### config.mk
export PLATFORM = sky130hd
export DESIGN_NAME = query_token_scanner
export DESIGN_NICKNAME = d
export VERILOG_FILES = /design/src/rtl/qts_pkg.sv /design/src/rtl/qts_front.sv /design/src/rtl/qts_back.sv /design/src/rtl/query_token_scanner.sv
export SDC_FILE = /design/constraint.sdc
export NUM_CORES = 1
export LEC_CHECK = 0
export BUFFER_PORTS_ARGS = -buffer_cell sky130_fd_sc_hd__buf_2
export CAP_MARGIN = 25
export CORE_MARGIN = 1
export CORE_UTILIZATION = 60
export CTS_CLUSTER_DIAMETER = 30
export DETAILED_ROUTE_END_ITERATION = 16
export GPL_ROUTABILITY_DRIVEN = 0
export HOLD_SLACK_MARGIN = 0.02
export PLACE_DENSITY_LB_ADDON = 0.3
export SYNTH_ARGS = -nofsm -noshare
export SYNTH_HDL_FRONTEND = slang
export SYNTH_SLANG_ARGS = --single-unit
### constraint.sdc
create_clock -name clk -period 4.2 [get_ports clk]
set_input_delay 0 -clock clk [delete_from_list [all_inputs] [get_ports clk]]
set_output_delay 0 -clock clk [all_outputs]
set_load 0.1 [all_outputs]
### src/rtl/qts_pkg.sv
// Shared types, codes and helper functions for the query token scanner.
`default_nettype none

package qts_pkg;

  localparam int DEFAULT_POSITION_BITS = 16;
  localparam int QUEUE_DEPTH = 4;
  localparam int QUEUE_PTR_BITS = $clog2(QUEUE_DEPTH);
  localparam int QUEUE_CNT_BITS = $clog2(QUEUE_DEPTH + 1);

  localparam logic [2:0] KIND_WORD   = 3'd0;
  localparam logic [2:0] KIND_NUMBER = 3'd1;
  localparam logic [2:0] KIND_STRING = 3'd2;
  localparam logic [2:0] KIND_EQUAL  = 3'd3;
  localparam logic [2:0] KIND_COMMA  = 3'd4;
  localparam logic [2:0] KIND_ERROR  = 3'd5;
  localparam logic [2:0] KIND_END    = 3'd6;
  localparam logic [2:0] KIND_UNTERM = 3'd7;

  localparam logic [7:0] CH_UNDERSCORE = 8'd95;
  localparam logic [7:0] CH_QUOTE      = 8'd39;
  localparam logic [7:0] CH_EQUAL      = 8'd61;
  localparam logic [7:0] CH_COMMA      = 8'd44;

  typedef struct packed {
    logic [2:0]  kind;
    logic [15:0] position;
    logic [15:0] length;
  } tok_t;

  typedef struct packed {
    tok_t first;
    tok_t second;
    logic dual;
  } tok_pair_t;

  typedef struct packed {
    logic      valid;
    tok_pair_t pair;
  } tok_req_t;

  typedef struct packed {
    logic full;
  } queue_status_t;

  function automatic logic [15:0] sat16(input logic [32:0] v);
    return (v > 33'h0_0000_FFFF) ? 16'hFFFF : v[15:0];
  endfunction

  function automatic logic [15:0] low16(input logic [31:0] v);
    return v[15:0];
  endfunction

endpackage

`default_nettype wire

### src/rtl/qts_front.sv
// Front end: accepts characters, tracks the scan mode and builds token requests.
`default_nettype none

module qts_front import qts_pkg::*; #(
  parameter int POSITION_BITS = DEFAULT_POSITION_BITS
) (
  input  wire logic          clk,
  input  wire logic          rst,
  input  wire logic          item_valid,
  output logic               item_stall,
  input  wire logic          command,
  input  wire logic [7:0]    char_code,
  input  wire queue_status_t status,
  output tok_req_t           req
);

  typedef enum logic [1:0] {
    MODE_IDLE,
    MODE_WORD,
    MODE_NUMBER,
    MODE_STRING
  } mode_t;

  mode_t                    scan_mode, scan_mode_next;
  logic [POSITION_BITS-1:0] char_position, char_position_next;
  logic [POSITION_BITS-1:0] token_begin, token_begin_next;

  logic                     accept;
  logic                     is_alpha, is_digit, is_under, is_quote, is_equal, is_comma;
  logic                     is_space;
  logic [POSITION_BITS-1:0] d_tb;
  logic [POSITION_BITS:0]   tb_plus, p_wide, d_str;
  logic [15:0]              len_tb, len_str, p16, tb16;
  logic [POSITION_BITS-1:0] advanced;
  logic                     close_valid, start_valid, begin_new;
  tok_t                     close_tok, start_tok;

  assign item_stall = status.full;
  assign accept     = item_valid && !item_stall;

  assign is_alpha = ((char_code >= 8'd65) && (char_code <= 8'd90)) ||
                    ((char_code >= 8'd97) && (char_code <= 8'd122));
  assign is_digit = (char_code >= 8'd48) && (char_code <= 8'd57);
  assign is_under = (char_code == CH_UNDERSCORE);
  assign is_quote = (char_code == CH_QUOTE);
  assign is_equal = (char_code == CH_EQUAL);
  assign is_comma = (char_code == CH_COMMA);
  assign is_space = (char_code == 8'd32) || ((char_code >= 8'd9) && (char_code <= 8'd13));

  assign d_tb    = (char_position > token_begin) ? (char_position - token_begin) : '0;
  assign tb_plus = {1'b0, token_begin} + 1'b1;
  assign p_wide  = {1'b0, char_position};
  assign d_str   = (p_wide > tb_plus) ? (p_wide - tb_plus) : '0;
  assign len_tb  = sat16(33'(d_tb));
  assign len_str = sat16(33'(d_str));
  assign p16     = low16(32'(char_position));
  assign tb16    = low16(32'(token_begin));

  assign advanced = (char_position != {POSITION_BITS{1'b1}}) ?
                    (char_position + 1'b1) : char_position;

  always_comb begin
    close_valid        = 1'b0;
    close_tok          = '{kind: KIND_WORD, position: tb16, length: len_tb};
    start_valid        = 1'b0;
    start_tok          = '{kind: KIND_ERROR, position: p16, length: 16'd1};
    begin_new          = 1'b0;
    scan_mode_next     = scan_mode;
    token_begin_next   = token_begin;
    char_position_next = advanced;
    if (command) begin
      case (scan_mode)
        MODE_WORD: begin
          close_valid = 1'b1;
        end
        MODE_NUMBER: begin
          close_valid    = 1'b1;
          close_tok.kind = KIND_NUMBER;
        end
        MODE_STRING: begin
          close_valid      = 1'b1;
          close_tok.kind   = KIND_UNTERM;
          close_tok.length = len_str;
        end
        default: begin
        end
      endcase
      start_valid        = 1'b1;
      start_tok          = '{kind: KIND_END, position: p16, length: 16'd0};
      scan_mode_next     = MODE_IDLE;
      token_begin_next   = '0;
      char_position_next = '0;
    end else begin
      case (scan_mode)
        MODE_WORD: begin
          if (!(is_alpha || is_digit || is_under)) begin
            close_valid    = 1'b1;
            scan_mode_next = MODE_IDLE;
            begin_new      = 1'b1;
          end
        end
        MODE_NUMBER: begin
          if (!is_digit) begin
            close_valid    = 1'b1;
            close_tok.kind = KIND_NUMBER;
            scan_mode_next = MODE_IDLE;
            begin_new      = 1'b1;
          end
        end
        MODE_STRING: begin
          if (is_quote) begin
            close_valid      = 1'b1;
            close_tok.kind   = KIND_STRING;
            close_tok.length = len_str;
            scan_mode_next   = MODE_IDLE;
          end
        end
        default: begin
          begin_new = 1'b1;
        end
      endcase
      if (begin_new) begin
        if (is_alpha || is_under) begin
          scan_mode_next   = MODE_WORD;
          token_begin_next = char_position;
        end else if (is_digit) begin
          scan_mode_next   = MODE_NUMBER;
          token_begin_next = char_position;
        end else if (is_quote) begin
          scan_mode_next   = MODE_STRING;
          token_begin_next = char_position;
        end else if (is_equal) begin
          start_valid = 1'b1;
          start_tok   = '{kind: KIND_EQUAL, position: p16, length: 16'd0};
        end else if (is_comma) begin
          start_valid = 1'b1;
          start_tok   = '{kind: KIND_COMMA, position: p16, length: 16'd0};
        end else if (!is_space) begin
          start_valid = 1'b1;
        end
      end
    end
  end

  always_comb begin
    req.valid       = accept && (close_valid || start_valid);
    req.pair.dual   = close_valid && start_valid;
    req.pair.first  = close_valid ? close_tok : start_tok;
    req.pair.second = start_tok;
  end

  always_ff @(posedge clk) begin
    if (rst) begin
      scan_mode     <= MODE_IDLE;
      char_position <= '0;
      token_begin   <= '0;
    end else if (accept) begin
      scan_mode     <= scan_mode_next;
      char_position <= char_position_next;
      token_begin   <= token_begin_next;
    end
  end

  a_begin_not_ahead: assert property (@(posedge clk) disable iff (rst)
    token_begin <= char_position)
    else $error("Open token starts beyond the current position.");

  a_end_resets: assert property (@(posedge clk) disable iff (rst)
    (accept && command) |=> (char_position == '0) && (scan_mode == MODE_IDLE))
    else $error("End of query did not return the scanner to its start.");

  a_no_push_when_full: assert property (@(posedge clk) disable iff (rst)
    status.full |-> !req.valid)
    else $error("Token request issued while the queue is full.");

endmodule

`default_nettype wire

### src/rtl/qts_back.sv
// Back end: token queue and output register that sends one token per cycle unless token_stall holds it.
`default_nettype none

module qts_back import qts_pkg::*; (
  input  wire logic          clk,
  input  wire logic          rst,
  input  wire tok_req_t      req,
  output queue_status_t      status,
  output logic               token_valid,
  input  wire logic          token_stall,
  output logic [2:0]         token_kind,
  output logic [15:0]        token_position,
  output logic [15:0]        value_length,
  output logic               last_of_run
);

  tok_pair_t                 mem [QUEUE_DEPTH];
  logic [QUEUE_PTR_BITS-1:0] wr_ptr, rd_ptr;
  logic [QUEUE_CNT_BITS-1:0] count, count_next;
  tok_pair_t                 hold;
  logic                      phase;
  logic                      push, take, finish, load;
  tok_t                      cur;

  assign status.full = (count == QUEUE_CNT_BITS'(QUEUE_DEPTH));
  assign push        = req.valid && !status.full;
  assign take        = token_valid && !token_stall;
  assign finish      = take && (phase || !hold.dual);
  assign load        = (count != '0) && (!token_valid || finish);

  always_comb begin
    count_next = count;
    if (push && !load) begin
      count_next = count + 1'b1;
    end else if (load && !push) begin
      count_next = count - 1'b1;
    end
  end

  always_ff @(posedge clk) begin
    if (push) begin
      mem[wr_ptr] <= req.pair;
    end
    if (load) begin
      hold <= mem[rd_ptr];
    end
  end

  always_ff @(posedge clk) begin
    if (rst) begin
      wr_ptr      <= '0;
      rd_ptr      <= '0;
      count       <= '0;
      token_valid <= 1'b0;
      phase       <= 1'b0;
    end else begin
      count <= count_next;
      if (push) begin
        wr_ptr <= wr_ptr + 1'b1;
      end
      if (load) begin
        rd_ptr      <= rd_ptr + 1'b1;
        token_valid <= 1'b1;
        phase       <= 1'b0;
      end else if (finish) begin
        token_valid <= 1'b0;
        phase       <= 1'b0;
      end else if (take) begin
        phase <= 1'b1;
      end
    end
  end

  assign cur            = phase ? hold.second : hold.first;
  assign token_kind     = cur.kind;
  assign token_position = cur.position;
  assign value_length   = cur.length;
  assign last_of_run    = phase || !hold.dual;

  a_count_bound: assert property (@(posedge clk) disable iff (rst)
    count <= QUEUE_CNT_BITS'(QUEUE_DEPTH))
    else $error("Queue count exceeds its depth.");

  a_phase_dual: assert property (@(posedge clk) disable iff (rst)
    phase |-> (token_valid && hold.dual))
    else $error("Second token shown for a single-token request.");

  a_drain_idle: assert property (@(posedge clk) disable iff (rst)
    (finish && (count == '0)) |=> !token_valid)
    else $error("Output stayed valid after the queue drained.");

endmodule

`default_nettype wire

### src/rtl/query_token_scanner.sv
// Top level of the query token scanner: front end, token queue and output stage.
// The scanner takes one query character, or an end-of-query mark, in every clock cycle unless
// item_stall holds it, and produces tokens with their kind, start position and value length.
// A character that closes a token and is itself a one-character token yields two tokens, and
// so does the end mark when a token is open; those two leave one after the other, so the
// output side sets the sustained rate at one token per cycle while token_stall is low. A
// four-entry queue sits between the character side and the token side, and item_stall rises
// only when it is full. A token passes through a queue entry and the output register first.
`default_nettype none

module query_token_scanner import qts_pkg::*; #(
  parameter int POSITION_BITS = DEFAULT_POSITION_BITS
) (
  input  wire logic        clk,
  input  wire logic        rst,
  input  wire logic        item_valid,
  output logic             item_stall,
  input  wire logic        command,
  input  wire logic [7:0]  char_code,
  output logic             token_valid,
  input  wire logic        token_stall,
  output logic [2:0]       token_kind,
  output logic [15:0]      token_position,
  output logic [15:0]      value_length,
  output logic             last_of_run
);

  tok_req_t      req;
  queue_status_t status;

  qts_front #(
    .POSITION_BITS (POSITION_BITS)
  ) u_front (
    .clk        (clk),
    .rst        (rst),
    .item_valid (item_valid),
    .item_stall (item_stall),
    .command    (command),
    .char_code  (char_code),
    .status     (status),
    .req        (req)
  );

  qts_back u_back (
    .clk            (clk),
    .rst            (rst),
    .req            (req),
    .status         (status),
    .token_valid    (token_valid),
    .token_stall    (token_stall),
    .token_kind     (token_kind),
    .token_position (token_position),
    .value_length   (value_length),
    .last_of_run    (last_of_run)
  );

endmodule

`default_nettype wire
; ---- Word-level counts from Yosys, hierarchy flattened
; Memories as Yosys holds them, arrays and structs flattened. A register that Yosys moved wholly into a read port is not among the register bits.
; Index checks and enable logic that the tools add are counted.
[word_totals]
regBits = 43
ram_bits = 284
in_bits = 13
out_inout_bits = 38
wordCells = 134
memories = 1
[mem_list]
columns = name, depth, word_bits, read_ports, rd_clocked_by_memory_dff, write_ports, line
row1 = u_back.mem, 4, 71, 1, 1, 1, qts_back.sv:17  ; tok_pair_t mem [QUEUE_DEPTH];
[classes]
addsub = 8
order_cmp = 11
eq_ne = 10
muxes = 59
reduce_logical = 37
[ops]
columns = operator, count
row1 = $mux W35, 8
row2 = $mux W16, 13
row3 = $mux W33, 1
row4 = $eq A8 B6 Y1 const B, 4
row5 = $mux W1, 19
row6 = $mux W2, 9
row7 = $add A16 B1 Y17 const B, 1
row8 = $gt A16 B17 Y1, 1
row9 = $gt A17 B16 Y1 const B, 1
row10 = $mux W17, 1
row11 = $sub A16 B17 Y17, 1
row12 = $add A16 B1 Y16 const B, 1
row13 = $ge A8 B7 Y1 const B, 2
row14 = $gt A16 B16 Y1, 1
row15 = $le A8 B7 Y1 const B, 2
row16 = $ne A16 B16 Y1 const B, 1
row17 = $sub A16 B16 Y16, 1
row18 = $logic_and A1 B1 Y1, 13
row19 = $pmux W3 S2, 2
row20 = $mux W3, 3
row21 = $eq A8 B7 Y1 const B, 1
row22 = $ge A8 B4 Y1 const B, 1
row23 = $ge A8 B6 Y1 const B, 1
row24 = $le A8 B4 Y1 const B, 1
row25 = other kinds (17), 36

; ---- Logic depth before layout (Yosys ltp)
[logic_depth]
ltp_word = 18
depth_mapped = 15
ltp_nobuf = 13

; ---- By module
; Synthesis repeated with hierarchy kept, for this count alone.
[hier_totals]
hier_cells = 1105
area_unflattened_um2 = 17636.9
[by_module_without_submodules]
columns = module, n_inst, cells_each, area_each_um2, seq_area_each_um2
row1 = qts_back, 1, 540, 13337.8, 10840.4
row2 = qts_front, 1, 565, 4299.1, 680.7

; ---- Worst setup path before layout
; OpenSTA, ideal clock, no wires.
[synth_path]
path_kind = flip-flop to flip-flop
start = register u_back.count[0]
end = memory u_back.mem[0][0] (netlist name) (enable)
setup_ns = 0.511
t_arrival_ns = 4.031
required_time_ns = 3.689
path_slack_ns = -0.342
path_stages_with_launch = 6
n_path_buf = 1
period_less_slack_ns = 4.542
path_cell_list = dfxtp_1 -> nor3b_1 -> nand2b_1 -> clkbuf_1 -> a21oi_4 -> and2_1
[synth_via]
elab_chain_cells = 7
[synth_lines]
columns = item, line
row1 = "start, declared", qts_back.sv:19  ; logic [QUEUE_CNT_BITS-1:0] count, count_next;
row2 = "start signal, assigned", qts_back.sv:57  ; count <= count_next;
row3 = $eq A3 B3 Y1 (*), qts_back.sv:25  ; assign status.full = (count == QUEUE_CNT_BITS'(QUEUE_DEPTH));
row4 = named net item_stall, query_token_scanner.sv:17  ; output logic item_stall,
row5 = $logic_not A1 Y1 (*), "qts_front.sv:39, qts_back.sv:26"
row6 = $logic_and A1 B1 Y1, qts_front.sv:39  ; assign accept = item_valid && !item_stall;
row7 = $logic_and A1 B1 Y1, qts_front.sv:146  ; req.valid = accept && (close_valid || start_valid);
row8 = $logic_and A1 B1 Y1 (*), qts_back.sv:26  ; assign push = req.valid && !status.full;
row9 = named net u_back.push, qts_back.sv:22  ; logic push, take, finish, load;
row10 = $mux W1 (*), qts_back.sv:41  ; if (push) begin
row11 = $mux W1 (implied by the code) (*), qts_back.sv:42  ; mem[wr_ptr] <= req.pair;
row12 = "end, declared", qts_back.sv:17
; Mark *: on every way through the listed nets, which the timed path passes. The rest lies on a longest branch.

==> summary.md <==
| Metric | Value |
|---|---|
| DP HPWL | `18,300 µm` |
| Syn nets | `1,043` |
| Nets | `1,120` |
| Number of synthesized flops with an enable pin | `280` |
| Worst reg2reg path startpoint | `u_front.tb16[2]` |
| Seq/Total Area, Yosys | `0.636` |
| Die Span Y | `158 µm` |
| Remaining Overflow, GRT | `0` |
| Yosys reg bits | `323` |
| Pwr/cell area | `677 mW/mm²` |
| Worst-path clk slew | `60 ps` |
| Routed WL | `29,500 µm` |
| Max rail drop VDD | `0.680 mV` |
| Fmax | `0.274 GHz` |
| Core footprint | `0.0236 mm²` |
| Antenna-violating nets left | `0` |
| Largest stage delay on the critical path | `420 ps` |
| GRT Overall Usage | `0.252` |
| Number of global-route vias before repair | `8,684` |
| Num rows | `56` |
| Met3 wire len | `1570 µm` |
| FF+latch area | `0.00928 mm²` |
| First-pass GRT wire length | `47,000 µm` |
| Async set-reset flop share out of synthesis | `0` |
| Pleak | `6.13 nW` |
| Critical-path cell list | `and3_1, and3_1, nand3_1, nor3b_1, xnor2_1, ha_1, nand4_1, nor4_1, a21oi_1, and3_1, nand2_1, o21ai_0` |
| Total vias in the final route | `8,621` |
| Buffers on Ports | `50` |
| Residual DRC | `0` |
| Post-Synthesis Cells | `988` |
| Fin crit share | `0.870` |
| Slew margin rel. | `0.414` |
| Status | `finished, final reports clean` |
| WS Path Type | `flip-flop to flip-flop` |
| Slew @ Worst Pin | `879 ps` |
| Area of the mapped netlist | `0.0146 mm²` |
| RSZ-0062 raised after global routing | `no` |
| Multi-input logic area | `0.00499 mm²` |
| Met2 wire len | `14,100 µm` |
| Total clock buffers created by CTS | `49` |
| Max-slew violation count | `0` |
| Die area | `0.0249 mm²` |
| Top sig layer | `met4` |
| Clock root cell | `clkbuf_16` |
| CP Launch Type | `flip-flop` |
| WL/cell | `20.7 µm` |
| Crit Path Max Fanout | `16` |
| Final setup violation count | `0` |
| Initial antenna violation count | `0` |
| Yosys cell types | `77` |
| Clock Latency Late Sink | `560 ps` |
| CTS HTree Levels | `2` |
| Req. time, crit path | `4450 ps` |
| Die width | `158 µm` |
| Crit path buf inv count | `0` |
| Clk sink count | `323` |
| Maxcap violations | `0` |
| Initial Util | `0.617` |
| Reg2Reg Capture Point | `u_back.mem[2][47]` |
| Fin. Hold Viols | `0` |
| Arrival time at the worst endpoint | `3900 ps` |
| Filler cells | `1,531` |
| DRT iter0 DRCs | `859` |
| Finished Core Util | `0.718` |
| Worst path most repeated cell | `and3_1` |
| Min Tclk post-route | `3660 ps` |
| Hold Path Depth | `3` |
| Final TNS setup | `0 ps` |
| Vias per cell | `6.05` |
| Worst reg2reg setup slack | `540 ps` |
| Area Overhead vs Synth | `16.3%` |
| Min-Delay Startpoint | `char_code[0]` |
| DR pass1 iterations | `6` |
| HP Class | `primary input to flip-flop` |
| Slowest library cell on the worst path | `dfxtp_1` |
| TritonCTS clock tree | `yes` |
| Met1 wire length | `13,000 µm` |
| WHS Endpoint | `u_back.mem[1][35]` |
| Clock Path Buffers | `3` |
| Setup bufs post-CTS | `0` |
| Synth warn | `0` |
| Largest net degree at the start of global routing | `57` |
| IO Count | `51` |
| Layout cell share with drive strength beyond 1 | `0.230` |
| Number of diodes | `0` |
| Layout Skew | `17.3 ps` |
| Most used DFF post-synth | `edfxtp_1` |
| Critical Path Sink Type | `flip-flop` |
| Average size of a mapped cell | `14.7 µm²` |
| R2R depth | `12` |
| Crit path max-delay family | `simple AND/OR/NAND/NOR gates` |
==> how the worst max path moves through the flow <==
stage,startpoint,to,slack (ps),depth (start not counted)
2_1_floorplan,u_back.count[0],u_back.mem[0][0],730,5
3_3_place_gp,u_front.tb16[2],u_back.mem[2][51],770,14
3_5_place_dp,u_front.tb16[2],u_back.mem[3][51],660,14
4_1_cts,u_front.tb16[2],u_back.mem[0][51],630,14
5_1_grt,u_front.tb16[2],u_back.mem[2][51],310,14
6_report,u_front.tb16[2],u_back.mem[2][47],540,12
==> report_power, final <==
group          switching, mW  total (mW)  internal [mW]  leakage (nW)
combinational           2.27        3.04          0.775          2.17
sequential             0.222        4.34           4.12          3.11
clock                   1.63        4.09           2.46         0.848
==> per-layer routing <==
| metal | global-route usage | vias up |
|---|---|---|
| met1 | 0.348 | 4271 |
| met2 | 0.407 | 271 |
| met3 | 0.0411 | 74 |
| met5 | 0 | - |
| met4 | 0.0934 | 0 |
| li1 | - | 4005 |
==> synthesized netlist by cell type, drive strengths merged, types with 6 or more instances <==
| master | n | area [µm²] |
|---|---|---|
| o21a | 6 | 45.0 |
| a22o | 16 | 140 |
| ha | 39 | 488 |
| edfxtp | 280 | 8410 |
| and2 | 10 | 62.6 |
| o22ai | 12 | 75.1 |
| nor2 | 64 | 240 |
| buf | 15 | 92.6 |
| a21o | 13 | 97.6 |
| clkbuf | 27 | 103 |
| nor3 | 17 | 85.1 |
| nand3 | 19 | 95.1 |
| dfxtp | 43 | 861 |
| mux2 | 20 | 225 |
| mux4 | 56 | 1260 |
| nand2b | 7 | 43.8 |
| xor2 | 28 | 245 |
| xnor2 | 30 | 263 |
| nor2b | 20 | 125 |
| and3 | 15 | 93.8 |
| nand4 | 10 | 62.6 |
| a21oi | 38 | 216 |
| nand2 | 48 | 180 |
| inv | 34 | 128 |
| o21ai | 43 | 226 |
==> through the flow <==
step	total power [mW]	cell area (µm²)	worst slack [ps]	std cells	hold slack, ps
final	11.5	17000	544	1425	61.1
after floorplan	6.91	14600	735	988	69.1
after CTS	11.6	17000	629	1425	34.7
after detailed placement	7.45	15200	661	1329	381
after global routing	11.9	17000	312	1425	81.8
after global placement	7.40	15200	769	1329	370
==> cell usage in the layout (no fill, tap or decap), types with 5 or more instances in the layout <==
cell	instances
mux2_2	20
buf_4	10
nor3_1	17
xnor2_1	30
buf_2	50
nand3_1	19
o21a_1	6
a21oi_1	35
clkbuf_16	53
o21ai_0	37
inv_1	33
and3_1	15
nand2b_1	7
ha_1	39
nand4_1	10
inv_8	7
nand2_1	48
o21ai_1	5
xor2_1	28
nor2_1	64
dfxtp_1	40
nor2b_1	20
mux4_2	56
and2_1	6
clkinv_4	5
inv_6	14
a22o_1	16
a21o_1	13
edfxtp_1	280
o22ai_1	12
==> timing repair <==
action / CTS / global route
endpoints found under the hold margin: 25 / 0
resized for setup: 0 / 0
hold buffers: 4 / 0
==> registers in the layout, summed over array words and instances, names as in the netlist <==
signal                 count
u_back.token_valid         1
u_front.char_position     16
u_back.hold               56
u_back.wr_ptr              2
u_back.phase               1
u_front.tb16              16
u_back.mem               224
u_back.rd_ptr              2
u_back.count               3
u_front.scan_mode          2
==> tightest hold or removal path, delay by kind of cell <==
| kind | cells | cell delay (ps) |
|---|---|---|
| buf+inv | 1 | 150 |
| simple gates | 2 | 330 |
==> final cells by class <==
class,count,area share
clock buffers,54,0.0785
clock inverters,38,0.0226
inverters,34,0.00753
multi-input cells,589,0.294
flip-flops and latches,323,0.547
well taps,319,0.0235
repair buffers,68,0.0263
==> cells by family after synthesis <==
family | after synthesis | share of synthesized area
AO/OA/AOI/OAI | 171 | 0.0812
XOR/XNOR | 58 | 0.0349
adder cells (fa/ha/maj) | 42 | 0.0376
buffers and inverters | 76 | 0.0222
flip-flops | 323 | 0.636
multiplexers | 78 | 0.103
AND/OR/NAND/NOR | 240 | 0.0847
(Power assumes the default switching activity.)
